### src/hw/rtl/ttr_pkg.sv
// Shared types and constants for the timer table with reload.
// No dependencies; used by every module of the block.
`timescale 1ns / 1ps
package ttr_pkg;

   typedef enum logic [2:0] {
      OP_START_AT   = 3'd0,
      OP_START_FREE = 3'd1,
      OP_DESTROY    = 3'd2,
      OP_PAUSE      = 3'd3,
      OP_CONSUME    = 3'd4,
      OP_QPAUSED    = 3'd5,
      OP_EXISTS     = 3'd6,
      OP_ADVANCE    = 3'd7
   } op_type;

   typedef enum logic [2:0] {
      ST_OK    = 3'd0,
      ST_USED  = 3'd1,
      ST_SHORT = 3'd2,
      ST_NONE  = 3'd3,
      ST_FULL  = 3'd4
   } status_type;

   typedef enum logic [2:0] {
      S_IDLE,
      S_EXEC,
      S_SCAN,
      S_DIV,
      S_WRITE,
      S_RESP
   } state_type;

   typedef struct packed {
      logic exec;       // run a single-slot opcode on the latched beat
      logic scan_start; // reset the slot pointer for an advance
      logic scan_next;  // step the slot pointer
      logic div_start;  // load the divider from the current slot
      logic div_step;   // one restoring-division step
      logic wr_slot;    // write back the current slot's advance result
      logic rsp_load;   // show the response beat
   } cmd_type;

   typedef struct packed {
      logic scan_last;  // pointer is at the last slot
      logic need_div;   // current slot is running, wraps and its period is nonzero
      logic div_done;   // divider has finished
   } sts_type;

endpackage

### src/hw/rtl/ttr_ctrl.sv
// Controller state machine for the timer table.
// Depends on ttr_pkg.
`timescale 1ns / 1ps
module ttr_ctrl (
   input  logic             clock,
   input  logic             reset,
   input  logic             req_tvalid,
   output logic             req_tready,
   input  ttr_pkg::op_type  op,
   output logic             rsp_tvalid,
   input  logic             rsp_tready,
   output ttr_pkg::cmd_type cmd,
   input  ttr_pkg::sts_type sts
);

   ttr_pkg::state_type state_ff, state_in;
   logic               rsp_valid_ff, rsp_valid_in;

   assign req_tready = (state_ff == ttr_pkg::S_IDLE) && !rsp_valid_ff;
   assign rsp_tvalid = rsp_valid_ff;

   always_comb begin
      state_in = state_ff;
      unique case (state_ff)
         ttr_pkg::S_IDLE:
            if (req_tvalid && req_tready) begin
               state_in = ttr_pkg::S_EXEC;
            end
         ttr_pkg::S_EXEC:
            state_in = (op == ttr_pkg::OP_ADVANCE) ? ttr_pkg::S_SCAN : ttr_pkg::S_RESP;
         ttr_pkg::S_SCAN:
            state_in = sts.need_div ? ttr_pkg::S_DIV : ttr_pkg::S_WRITE;
         ttr_pkg::S_DIV:
            if (sts.div_done) begin
               state_in = ttr_pkg::S_WRITE;
            end
         ttr_pkg::S_WRITE:
            state_in = sts.scan_last ? ttr_pkg::S_RESP : ttr_pkg::S_SCAN;
         ttr_pkg::S_RESP:
            state_in = ttr_pkg::S_IDLE;
         default:
            state_in = ttr_pkg::S_IDLE;
      endcase
   end

   always_comb begin
      cmd = '0;
      unique case (state_ff)
         ttr_pkg::S_EXEC: begin
            cmd.exec       = (op != ttr_pkg::OP_ADVANCE);
            cmd.scan_start = (op == ttr_pkg::OP_ADVANCE);
         end
         ttr_pkg::S_SCAN:
            cmd.div_start = sts.need_div;
         ttr_pkg::S_DIV:
            cmd.div_step = !sts.div_done;
         ttr_pkg::S_WRITE: begin
            cmd.wr_slot   = 1'b1;
            cmd.scan_next = !sts.scan_last;
         end
         ttr_pkg::S_RESP:
            cmd.rsp_load = 1'b1;
         default: ;
      endcase
   end

   always_comb begin
      rsp_valid_in = rsp_valid_ff;
      if (cmd.rsp_load) begin
         rsp_valid_in = 1'b1;
      end else if (rsp_tready) begin
         rsp_valid_in = 1'b0;
      end
   end

   always_ff @(posedge clock) begin
      if (reset) begin
         state_ff     <= ttr_pkg::S_IDLE;
         rsp_valid_ff <= 1'b0;
      end else begin
         state_ff     <= state_in;
         rsp_valid_ff <= rsp_valid_in;
      end
   end

   a_ready_idle: assert property (@(posedge clock) disable iff (reset)
      req_tready |-> state_ff == ttr_pkg::S_IDLE)
      else $error("ready outside idle");
   a_accept_exec: assert property (@(posedge clock) disable iff (reset)
      req_tvalid && req_tready |=> state_ff == ttr_pkg::S_EXEC)
      else $error("accept did not start work");
   a_resp_valid: assert property (@(posedge clock) disable iff (reset)
      cmd.rsp_load |=> rsp_valid_ff)
      else $error("response lost");
   a_div_exit: assert property (@(posedge clock) disable iff (reset)
      state_ff == ttr_pkg::S_DIV && sts.div_done |=> state_ff == ttr_pkg::S_WRITE)
      else $error("divider exit");

endmodule

### src/hw/rtl/ttr_datapath.sv
// Datapath of the timer table: slot registers, shared divider, response.
// Depends on ttr_pkg.
`timescale 1ns / 1ps
module ttr_datapath #(
   parameter int NUM_TIMERS = 16
) (
   input  logic             clock,
   input  logic             reset,
   input  logic             req_accept,
   input  logic [79:0]      req_tdata,
   input  logic             csr_we,
   input  logic [31:0]      csr_wdata,
   input  ttr_pkg::cmd_type cmd,
   output ttr_pkg::sts_type sts,
   output ttr_pkg::op_type  op,
   output logic [7:0]       rsp_tdata
);

   localparam int IW = (NUM_TIMERS > 1) ? $clog2(NUM_TIMERS) : 1;

   // Latched request beat and the minimum interval.
   logic [2:0]  op_ff;
   logic [3:0]  id_ff;
   logic [31:0] ivl_ff;
   logic        once_ff, pv_ff;
   logic [30:0] dt_ff;
   logic [31:0] min_ff;

   logic [NUM_TIMERS-1:0] used_ff, paused_ff, ticked_ff, oneshot_ff;
   logic [31:0] period_ff [NUM_TIMERS];
   logic [31:0] remain_ff [NUM_TIMERS];

   logic [IW-1:0] ptr_ff;
   logic [31:0]   rem_ff;   // partial remainder
   logic [31:0]   quo_ff;   // dividend bits left to shift in
   logic [5:0]    cnt_ff;

   logic [2:0]  status_ff;
   logic        flag_ff;
   logic [3:0]  aid_ff;

   // Single-slot opcode result, held until the response beat.
   logic [2:0] st_ff;
   logic       fl_ff;
   logic [3:0] as_ff;

   assign op = ttr_pkg::op_type'(op_ff);
   assign rsp_tdata = {aid_ff, flag_ff, status_ff};

   // Addressed slot.
   logic          id_ok, live;
   logic [IW-1:0] idx;
   assign id_ok = ({28'd0, id_ff} < 32'(NUM_TIMERS));
   assign idx   = IW'(id_ff);
   assign live  = id_ok && used_ff[idx];

   // Lowest free slot.
   logic          free_found;
   logic [IW-1:0] free_idx;
   always_comb begin
      free_found = 1'b0;
      free_idx   = '0;
      for (int i = NUM_TIMERS - 1; i >= 0; i--) begin
         if (!used_ff[i]) begin
            free_found = 1'b1;
            free_idx   = IW'(i);
         end
      end
   end

   // Advance scan of the current slot.
   logic [31:0] cur_r, cur_p, dt32, diff;
   logic        active, wraps;
   assign cur_r  = remain_ff[ptr_ff];
   assign cur_p  = period_ff[ptr_ff];
   assign dt32   = {1'b0, dt_ff};
   assign active = used_ff[ptr_ff] && !paused_ff[ptr_ff];
   assign wraps  = cur_r < dt32;
   assign diff   = dt32 - cur_r;
   assign sts.need_div  = active && wraps && (cur_p != 32'd0);
   assign sts.scan_last = (32'(ptr_ff) == 32'(NUM_TIMERS - 1));
   assign sts.div_done  = (cnt_ff == 6'd32);

   // One restoring step.
   logic [32:0] shifted, trial;
   assign shifted = {rem_ff, quo_ff[31]};
   assign trial   = shifted - {1'b0, cur_p};

   logic [31:0] new_rem;
   always_comb begin
      if (!wraps) begin
         new_rem = cur_r - dt32;
      end else if (cur_p == 32'd0 || rem_ff == 32'd0) begin
         new_rem = 32'd0;
      end else begin
         new_rem = cur_p - rem_ff;
      end
   end

   always_ff @(posedge clock) begin
      if (req_accept) begin
         op_ff   <= req_tdata[2:0];
         id_ff   <= req_tdata[6:3];
         ivl_ff  <= req_tdata[38:7];
         once_ff <= req_tdata[39];
         pv_ff   <= req_tdata[40];
         dt_ff   <= req_tdata[71:41];
      end
      if (cmd.scan_start) begin
         ptr_ff <= '0;
      end else if (cmd.scan_next) begin
         ptr_ff <= ptr_ff + IW'(1);
      end
      if (cmd.div_start) begin
         rem_ff <= 32'd0;
         quo_ff <= diff;
         cnt_ff <= 6'd0;
      end else if (cmd.div_step) begin
         rem_ff <= trial[32] ? shifted[31:0] : trial[31:0];
         quo_ff <= {quo_ff[30:0], 1'b0};
         cnt_ff <= cnt_ff + 6'd1;
      end
      if (cmd.exec) begin
         if ((op == ttr_pkg::OP_START_AT && live == 1'b0 && id_ok && ivl_ff >= min_ff)
             || (op == ttr_pkg::OP_START_FREE && free_found && ivl_ff >= min_ff)) begin
            period_ff[(op == ttr_pkg::OP_START_AT) ? idx : free_idx] <= ivl_ff;
            remain_ff[(op == ttr_pkg::OP_START_AT) ? idx : free_idx] <= ivl_ff;
         end
      end
      if (cmd.wr_slot && active) begin
         remain_ff[ptr_ff] <= new_rem;
      end
      if (cmd.rsp_load) begin
         status_ff <= st_ff;
         flag_ff   <= fl_ff;
         aid_ff    <= as_ff;
      end
   end

   always_ff @(posedge clock) begin
      if (reset) begin
         min_ff     <= 32'd1;
         used_ff    <= '0;
         paused_ff  <= '0;
         ticked_ff  <= '0;
         oneshot_ff <= '0;
         st_ff      <= ttr_pkg::ST_OK;
         fl_ff      <= 1'b0;
         as_ff      <= 4'd0;
      end else begin
         if (csr_we) begin
            min_ff <= csr_wdata;
         end
         if (cmd.scan_start) begin
            st_ff <= ttr_pkg::ST_OK;
            fl_ff <= 1'b0;
            as_ff <= 4'd0;
         end
         if (cmd.wr_slot && active && wraps) begin
            ticked_ff[ptr_ff] <= 1'b1;
         end
         if (cmd.exec) begin
            st_ff <= ttr_pkg::ST_OK;
            fl_ff <= 1'b0;
            as_ff <= 4'd0;
            unique case (op)
               ttr_pkg::OP_START_AT: begin
                  if (!id_ok) begin
                     st_ff <= ttr_pkg::ST_NONE;
                  end else if (used_ff[idx]) begin
                     st_ff <= ttr_pkg::ST_USED;
                  end else if (ivl_ff < min_ff) begin
                     st_ff <= ttr_pkg::ST_SHORT;
                  end else begin
                     used_ff[idx]    <= 1'b1;
                     paused_ff[idx]  <= 1'b0;
                     ticked_ff[idx]  <= 1'b0;
                     oneshot_ff[idx] <= once_ff;
                  end
               end
               ttr_pkg::OP_START_FREE: begin
                  if (!free_found) begin
                     st_ff <= ttr_pkg::ST_FULL;
                  end else if (ivl_ff < min_ff) begin
                     st_ff <= ttr_pkg::ST_SHORT;
                  end else begin
                     used_ff[free_idx]    <= 1'b1;
                     paused_ff[free_idx]  <= 1'b0;
                     ticked_ff[free_idx]  <= 1'b0;
                     oneshot_ff[free_idx] <= once_ff;
                     as_ff <= 4'(free_idx);
                  end
               end
               ttr_pkg::OP_DESTROY: begin
                  if (!live) begin
                     st_ff <= ttr_pkg::ST_NONE;
                  end else begin
                     used_ff[idx]    <= 1'b0;
                     paused_ff[idx]  <= 1'b0;
                     ticked_ff[idx]  <= 1'b0;
                     oneshot_ff[idx] <= 1'b0;
                  end
               end
               ttr_pkg::OP_PAUSE: begin
                  if (!live) begin
                     st_ff <= ttr_pkg::ST_NONE;
                  end else begin
                     paused_ff[idx] <= pv_ff;
                  end
               end
               ttr_pkg::OP_CONSUME: begin
                  if (!live) begin
                     st_ff <= ttr_pkg::ST_NONE;
                  end else if (!paused_ff[idx] && ticked_ff[idx]) begin
                     ticked_ff[idx] <= 1'b0;
                     fl_ff <= 1'b1;
                     if (oneshot_ff[idx]) begin
                        used_ff[idx]    <= 1'b0;
                        paused_ff[idx]  <= 1'b0;
                        oneshot_ff[idx] <= 1'b0;
                     end
                  end
               end
               ttr_pkg::OP_QPAUSED: begin
                  if (!live) begin
                     st_ff <= ttr_pkg::ST_NONE;
                  end else begin
                     fl_ff <= paused_ff[idx];
                  end
               end
               ttr_pkg::OP_EXISTS:
                  fl_ff <= live;
               default: ;
            endcase
         end
      end
   end

   a_paused_used: assert property (@(posedge clock) disable iff (reset)
      (paused_ff & ~used_ff) == '0)
      else $error("paused mark on a free slot");
   a_ticked_used: assert property (@(posedge clock) disable iff (reset)
      (ticked_ff & ~used_ff) == '0)
      else $error("ticked mark on a free slot");
   a_div_bound: assert property (@(posedge clock) disable iff (reset)
      cmd.div_step |-> cnt_ff < 6'd32)
      else $error("divider overrun");

endmodule

### src/hw/rtl/timer_table_with_reload.sv
// Top level of the timer table with reload: stream ports, controller, datapath.
// Depends on ttr_pkg, ttr_ctrl and ttr_datapath.
// Single-slot opcodes pass through an execute state and a response state.
// An advance visits every slot; a running slot that wraps with a nonzero period
// also passes through the shared restoring divider, one bit per cycle, before
// its write-back.
// One beat is in flight at a time; the next is taken once the response is out.
// Reset is synchronous and active high; it frees every slot and sets
// min_interval to 1. Period and remaining time are not reset.
`timescale 1ns / 1ps
module timer_table_with_reload #(
   parameter int NUM_TIMERS = 16
) (
   input  logic        clock,
   input  logic        reset,
   input  logic        req_tvalid,
   output logic        req_tready,
   // opcode[2:0], timer_id[6:3], interval[38:7], one_shot[39], pause_value[40],
   // elapsed[71:41], zero fill [79:72]
   input  logic [79:0] req_tdata,
   output logic        rsp_tvalid,
   input  logic        rsp_tready,
   // status[2:0], flag[3], assigned_id[7:4]
   output logic [7:0]  rsp_tdata,
   input  logic        csr_we,
   input  logic [31:0] csr_wdata
);

   // Commands and status between the controller and the datapath.
   ttr_pkg::cmd_type cmd;
   ttr_pkg::sts_type sts;
   ttr_pkg::op_type  op;

   // The controller sequences each beat: a single execute state for slot opcodes,
   // or a walk over all slots for an advance.
   ttr_ctrl u_ctrl (
      .clock      (clock),
      .reset      (reset),
      .req_tvalid (req_tvalid),
      .req_tready (req_tready),
      .op         (op),
      .rsp_tvalid (rsp_tvalid),
      .rsp_tready (rsp_tready),
      .cmd        (cmd),
      .sts        (sts)
   );

   // The datapath holds the slots, the divider that computes the reload
   // remainder, and the response register.
   ttr_datapath #(
      .NUM_TIMERS (NUM_TIMERS)
   ) u_dp (
      .clock      (clock),
      .reset      (reset),
      .req_accept (req_tvalid && req_tready),
      .req_tdata  (req_tdata),
      .csr_we     (csr_we),
      .csr_wdata  (csr_wdata),
      .cmd        (cmd),
      .sts        (sts),
      .op         (op),
      .rsp_tdata  (rsp_tdata)
   );

endmodule
### config.mk
export PLATFORM = sky130hd
export DESIGN_NAME = timer_table_with_reload
export DESIGN_NICKNAME = d
export VERILOG_FILES = /design/src/hw/rtl/ttr_pkg.sv /design/src/hw/rtl/ttr_ctrl.sv /design/src/hw/rtl/ttr_datapath.sv /design/src/hw/rtl/timer_table_with_reload.sv
export SDC_FILE = /design/constraint.sdc
export NUM_CORES = 2
export LEC_CHECK = 0
export BUFFER_PORTS_ARGS = -buffer_cell sky130_fd_sc_hd__buf_2
export CORE_MARGIN = 2
export CORE_UTILIZATION = 46
export CTS_BUF_LIST = sky130_fd_sc_hd__clkbuf_4 sky130_fd_sc_hd__clkbuf_8
export DETAILED_ROUTE_END_ITERATION = 10
export PLACE_DENSITY = 0.73
export SLEW_MARGIN = 20
export SYNTH_ARGS = -nofsm -noshare
export SYNTH_HDL_FRONTEND = slang
export SYNTH_SLANG_ARGS = --single-unit
export TNS_END_PERCENT = 50
### constraint.sdc
create_clock -name clock -period 20.5 [get_ports clock]
set_clock_uncertainty 0.15 [all_clocks]
set_input_delay 0 -clock clock [delete_from_list [all_inputs] [get_ports clock]]
set_output_delay 0 -clock clock [all_outputs]
set_load 0.05 [all_outputs]
# ---- Word level (Yosys, flattened, before mapping)
# Memories as Yosys holds them, arrays and structs flattened. A register that Yosys moved wholly into a read port is not among the register bits.
# Cells that the tools add are included.
dict set report op_classes {
  eq_ne 26
  muxes 142
  reduce_logical 37
  addsub 6
  n_lt_le_gt_ge 9
  bitwise 12
}
# op count
set op_table {}
lappend op_table {{16-bit two-way mux} 35}
lappend op_table {{32-bit two-way mux} 6}
lappend op_table {{16-bit case mux with 4 select lines} 3}
lappend op_table {{4-bit two-way mux} 27}
lappend op_table {{16-bit AND} 6}
lappend op_table {{16-bit case mux with 5 select lines} 1}
lappend op_table {{32-bit zero test} 2}
lappend op_table {{16-bit bitwise mux} 3}
lappend op_table {{16-bit bitwise OR} 3}
lappend op_table {{1-bit two-way mux} 43}
lappend op_table {{33-bit by 32-bit subtractor with 33-bit output} 1}
lappend op_table {{32-bit greater-or-equal comparator} 1}
lappend op_table {{32-bit by 31-bit < comparator with 1-bit output} 1}
lappend op_table {{32-bit < comparator} 1}
lappend op_table {{16-bit inverter} 2}
lappend op_table {{32-bit nonzero test} 1}
lappend op_table {{32-bit OR reduction} 1}
lappend op_table {{31-bit by 32-bit subtractor with 32-bit output} 1}
lappend op_table {{32-bit by 31-bit subtractor with 32-bit output} 1}
lappend op_table {{32-bit subtractor} 1}
lappend op_table {{3-bit two-way mux} 9}
lappend op_table {{1-bit binary-select mux with 4-bit select} 6}
lappend op_table {{3-bit equality test (second input constant)} 6}
lappend op_table {{2-bit by 1-bit inequality test with 1-bit output (second input constant)} 8}
lappend op_table {{27 further kinds} 63}
dict set report word_totals {
  regBits 262
  input_bits 117
  wordCells 257
  mem_bits_rw 1024
  output_inout_bits 10
  mem_count 2
}
# name depth word_bits read_ports rd_ports_with_merged_regs write_ports line_no
set memory_table {}
lappend memory_table {u_dp.period_ff 16 32 1 1 1 ttr_datapath.sv:30} ;# logic [31:0] period_ff [NUM_TIMERS];
lappend memory_table {u_dp.remain_ff 16 32 1 1 1 ttr_datapath.sv:31} ;# logic [31:0] remain_ff [NUM_TIMERS];

# ---- Logic depth before layout (Yosys ltp)
dict set report depth {
  ltp_word 26
  ltp_mapped 24
  depth_no_buf 15
}

# ---- Modules after synthesis
# Synthesis repeated with hierarchy kept, for this count alone.
dict set report hier_totals {
  hier_cells 5176
  hier_area_um2 65210.0
}
# module cells_each area_each_um2 n_inst seq_area_each_um2
set by_module_without_submodules {}
lappend by_module_without_submodules {ttr_datapath 5132 64825.9 1 37115.6}
lappend by_module_without_submodules {ttr_ctrl 43 377.9 1 80.1}
lappend by_module_without_submodules {timer_table_with_reload 1 6.3 1 0.0}

# ---- Worst setup path before layout
# No wires, ideal clock.
dict set report synth_timing {
  path_type {flip-flop to flip-flop}
  from {register with a tool-made name}
  to {register u_dp.quo_ff[0], enable pin}
  path_slack_ns 13.835
  required_ns 19.961
  arrival_ns 6.126
  path_stages_with_launch 23
  n_path_buf 11
  setup_time_ns 0.389
  period_less_slack_ns 6.665
  path_cell_list {dfxtp_1 clkbuf_1 buf_6 buf_4 buf_6 buf_2 buf_1 buf_1 mux4_2 mux4_2 ha_1 clkbuf_1 nor2b_1 o31a_1 o211ai_1 nand2_1 a21oi_1 o21a_1 nand4_1 buf_2 buf_4 buf_4 nand2_1}
}
# element line_no
set synth_lines {}
lappend synth_lines {{end signal: assignment} ttr_datapath.sv:116} ;# quo_ff <= diff;
lappend synth_lines {{end signal: assignment} ttr_datapath.sv:120} ;# quo_ff <= {quo_ff[30:0], 1'b0};
lappend synth_lines {{end: declaration} ttr_datapath.sv:35} ;# logic [31:0] quo_ff;

==> summary.md <==
| Metric | Value |
|---|---|
| CTS H-tree lvls | 4 |
| Mapped Cells | 3999 |
| Yosys top cell area share | a little under three fifths |
| Total track usage | 24.8% |
| Crit Reg-Reg Endpoint | u_dp.rem_ff[10]$_SDFFE_PN0P_ |
| Clock Tree Root | clkbuf_8 |
| Global-route wire length before repair | ~240000 µm |
| Clk buf depth | 3 |
| Gpl congestion | between 0.9 and 1 |
| Main area contributors after synthesis | edfxtp_1, mux4_2, dfxtp_1 |
| Final setup fails | 0 |
| Synth async-reset ratio | 0% |
| Final Util | 54.0% |
| Post-CTS Resized | 0 |
| Cell taking the most area after synthesis | edfxtp_1 |
| Lkg Pwr | 0.0240 µW |
| CTS tree | done |
| DP Cell Count | 5661 |
| Hold Vio Cnt, Final | 0 |
| Status | finished clean |
| Fillers | 10.1k |
| WS Path Type | register to register |
| Total Die Area | about 130000 µm² |
| Number of synthesis warnings | 0 |
| Mean routed wirelength per cell | about 26 µm |
| Critical Path Fanout Max | between 40 and 50 |
| Final Slew Violations | 0 |
| Worst Setup EP | u_dp.rem_ff[10]$_SDFFE_PN0P_ |
| Area Growth Syn to Fin | 16.0% |
| Port Buffers | 118 |
| Routed Antenna Nets | 0 |
| Worst slew margin | between 10% and 20% |
| Syn avg cell area | 14.9 µm² |
| Clk slew on worst S/H paths | 60 ps |
| RSZ-0062 raised after global routing | false |
| Overflow after GRT | 0 |
| R2R cell count | 17 |
| Critical path data arrival time | 8900 ps |
| Number of global-route vias before repair | 38.3k |
| Layout Cells excl Fill | ~6.3k |
| # clock sinks | 1290 |
| HPWL after detailed placement | 96300 µm |
| Post-synth EDFFs | 1136 |
| Post-synth design cell area | 59500 µm² |
| Die width | 364 µm |
| Worst VDD drop | 0.0910 mV |
| Worst-Margin Slew | 1210 ps |
| Post-route DRC | 0 |
| I/O Pins | between 100 and 150 |
| Row count | 131 |
| Fmax | 121 MHz |
| Multi-input gate area | ~21000 µm² |
| DR pass1 iterations | 7 |
| Via density | 6.18 |
| Core Region | 128000 µm² |
| Startpoint types | register |
| Initial Util | between 40% and 50% |
| FF+latch area | 37200 µm² |
| Initial DRC Count | 4813 |
| Routed wire length | roughly 160000 µm |
| Post-synthesis sequential area ratio | 62.6% |
| Largest net degree at the start of global routing | 102 |
| Register bit total from synthesis | 1290 |
| Initial antenna violation count | 3 |
| CTS buffer count | ~200 |
| CP Capture Type | register |
| Die Y-Extent | 364 µm |
| Fin nets | 4767 |
| Critical path data required time | 21160 ps |
| Netlist cell types | 96 |
| Syn Nets | 4283 |
| Tmin final | a little over 8000 ps |
| Tcrit/Tclk final | 40.2% |
| Via count | a little under 40k |
| HP Class | input pin to register |
| Layout cells sized above 1 | roughly a fifth |
| Pwr dens | 127 nW/µm² |
| Fin Setup TNS | 0 ps |
| Clk Latency, worst-skew pair | 970 ps |
| Prevailing post-synth register cell | edfxtp_1 |
| Maxcap violations | 0 |
| Reg2reg setup slack | around 12000 ps |
[synth_stat cells (all sizes together), types with 67 or more instances]
library cell  number
dfxtp            154
inv              211
o21ai            132
ha               163
mux2i             77
nand3             70
a21oi            202
a21o              67
clkbuf           142
nor2             210
buf               74
mux4             313
nand2            176
nor3              75
edfxtp          1136
[logic make-up after synthesis]
kind of cell	after synthesis	synth area share (%)
adder cells (fa/ha/maj)	167	3.56
flip-flops	1290	62.6
AO/OA/AOI/OAI	819	9.52
buffers and inverters	427	2.95
XOR/XNOR	104	1.53
AND/OR/NAND/NOR	796	6.59
multiplexers	396	13.3
[repair_timing]
action                     CTS  global route
buffers inserted             0             0
setup endpoints to repair    0             0
hold endpoints to repair   195             0
hold buffers               277             0
[cell type report]
type	instances	area share, %
Clock inverter	81	0.789
Antenna cell	3	0.0109
Inverter	211	1.15
Sequential cell	1290	53.9
Tap cell	1662	3.01
Multi-Input combinational cell	2282	30.2
Timing Repair Buffer	493	5.94
Clock buffer	287	5.03
[registers in the layout, indices dropped and copies added, names as in the netlist, 6 cells and up, named ones only]
name	flops
u_dp.period_ff	512
u_dp.remain_ff	512
u_dp.ivl_ff	32
u_dp.min_ff	32
u_dp.quo_ff	32
u_dp.rem_ff	32
u_dp.dt_ff	31
u_dp.oneshot_ff	16
u_dp.paused_ff	16
u_dp.ticked_ff	16
u_dp.used_ff	16
u_dp.cnt_ff	6
[cell usage in the layout (no fill, tap or decap), drive strengths merged, types with 16 or more instances in the layout]
master,instances
clkbuf,287
nor2b,51
nor4,40
o221ai,21
ha,163
o311ai,20
nand2,176
a221oi,34
o31ai,16
dfxtp,154
a22oi,17
nor3,75
a21o,67
a21oi,202
mux4,313
nand4,32
nor2,210
a211oi,18
o21a,45
nand2b,43
a311o,17
clkinv,69
edfxtp,1136
a31oi,50
xnor2,52
and2,22
dlygate4sd3,277
buf,216
inv,217
mux2i,77
and3,34
o21ai,132
o211ai,17
xor2,52
nand3,70
[through the flow]
step	power [µW]	cell area [µm²]	worst slack [ps]	hold slack (ps)
floorplan	5580	59500	13830	-51.1
global placement	6460	62200	12360	27.3
detailed placement	6510	62200	12270	28.1
CTS	8710	69000	12250	30.3
global route	9160	69000	11610	126
finish	8760	69000	12260	142
[worst min-delay path by stage]
stage,from,to,cells after the start
floorplan,req_tdata[41],u_dp.dt_ff[0]$_DFFE_PP_,0
global placement,req_tdata[4],u_dp.id_ff[1]$_DFFE_PP_,1
detailed placement,req_tdata[44],u_dp.dt_ff[3]$_DFFE_PP_,1
CTS,req_tdata[3],u_dp.id_ff[0]$_DFFE_PP_,3
global route,req_tdata[39],u_dp.once_ff$_DFFE_PP_,3
finish,req_tdata[1],u_dp.op[1]$_DFFE_PP_,3
[critical path, stage by stage, from the launching register on]
cell and delay (ps):
dfxtp_4 930, buf_4 830, buf_4 700, buf_4 680, mux2i_1 160, a221oi_1 430, nor2_1 100, o21ai_0 820
inv_1 110, ha_1 410, and4_1 250, and3_1 230, and2_1 170, a211o_1 200, a31o_2 220, a21o_1 350
nand2_1 670, a311o_1 580
[per-layer routing]
layer	part of all wire [%]	track usage [%]	up-vias	routed length, µm
met1	41	34.0	19743	66900
met3	8.4	4.56	350	13900
li1	-	-	16856	-
met4	3.5	9.15	0	5790
met5	0	0	-	0
met2	47	39.8	2036	78200
[power breakdown]
group | switching, µW | leakage (µW) | internal, µW | total [µW]
combinational | 2000 | 0.0103 | 1390 | 3390
clock | 1040 | 0.00214 | 1140 | 2180
sequential | 147 | 0.0115 | 3040 | 3180
No activity file was read; power rests on OpenSTA's default activity.
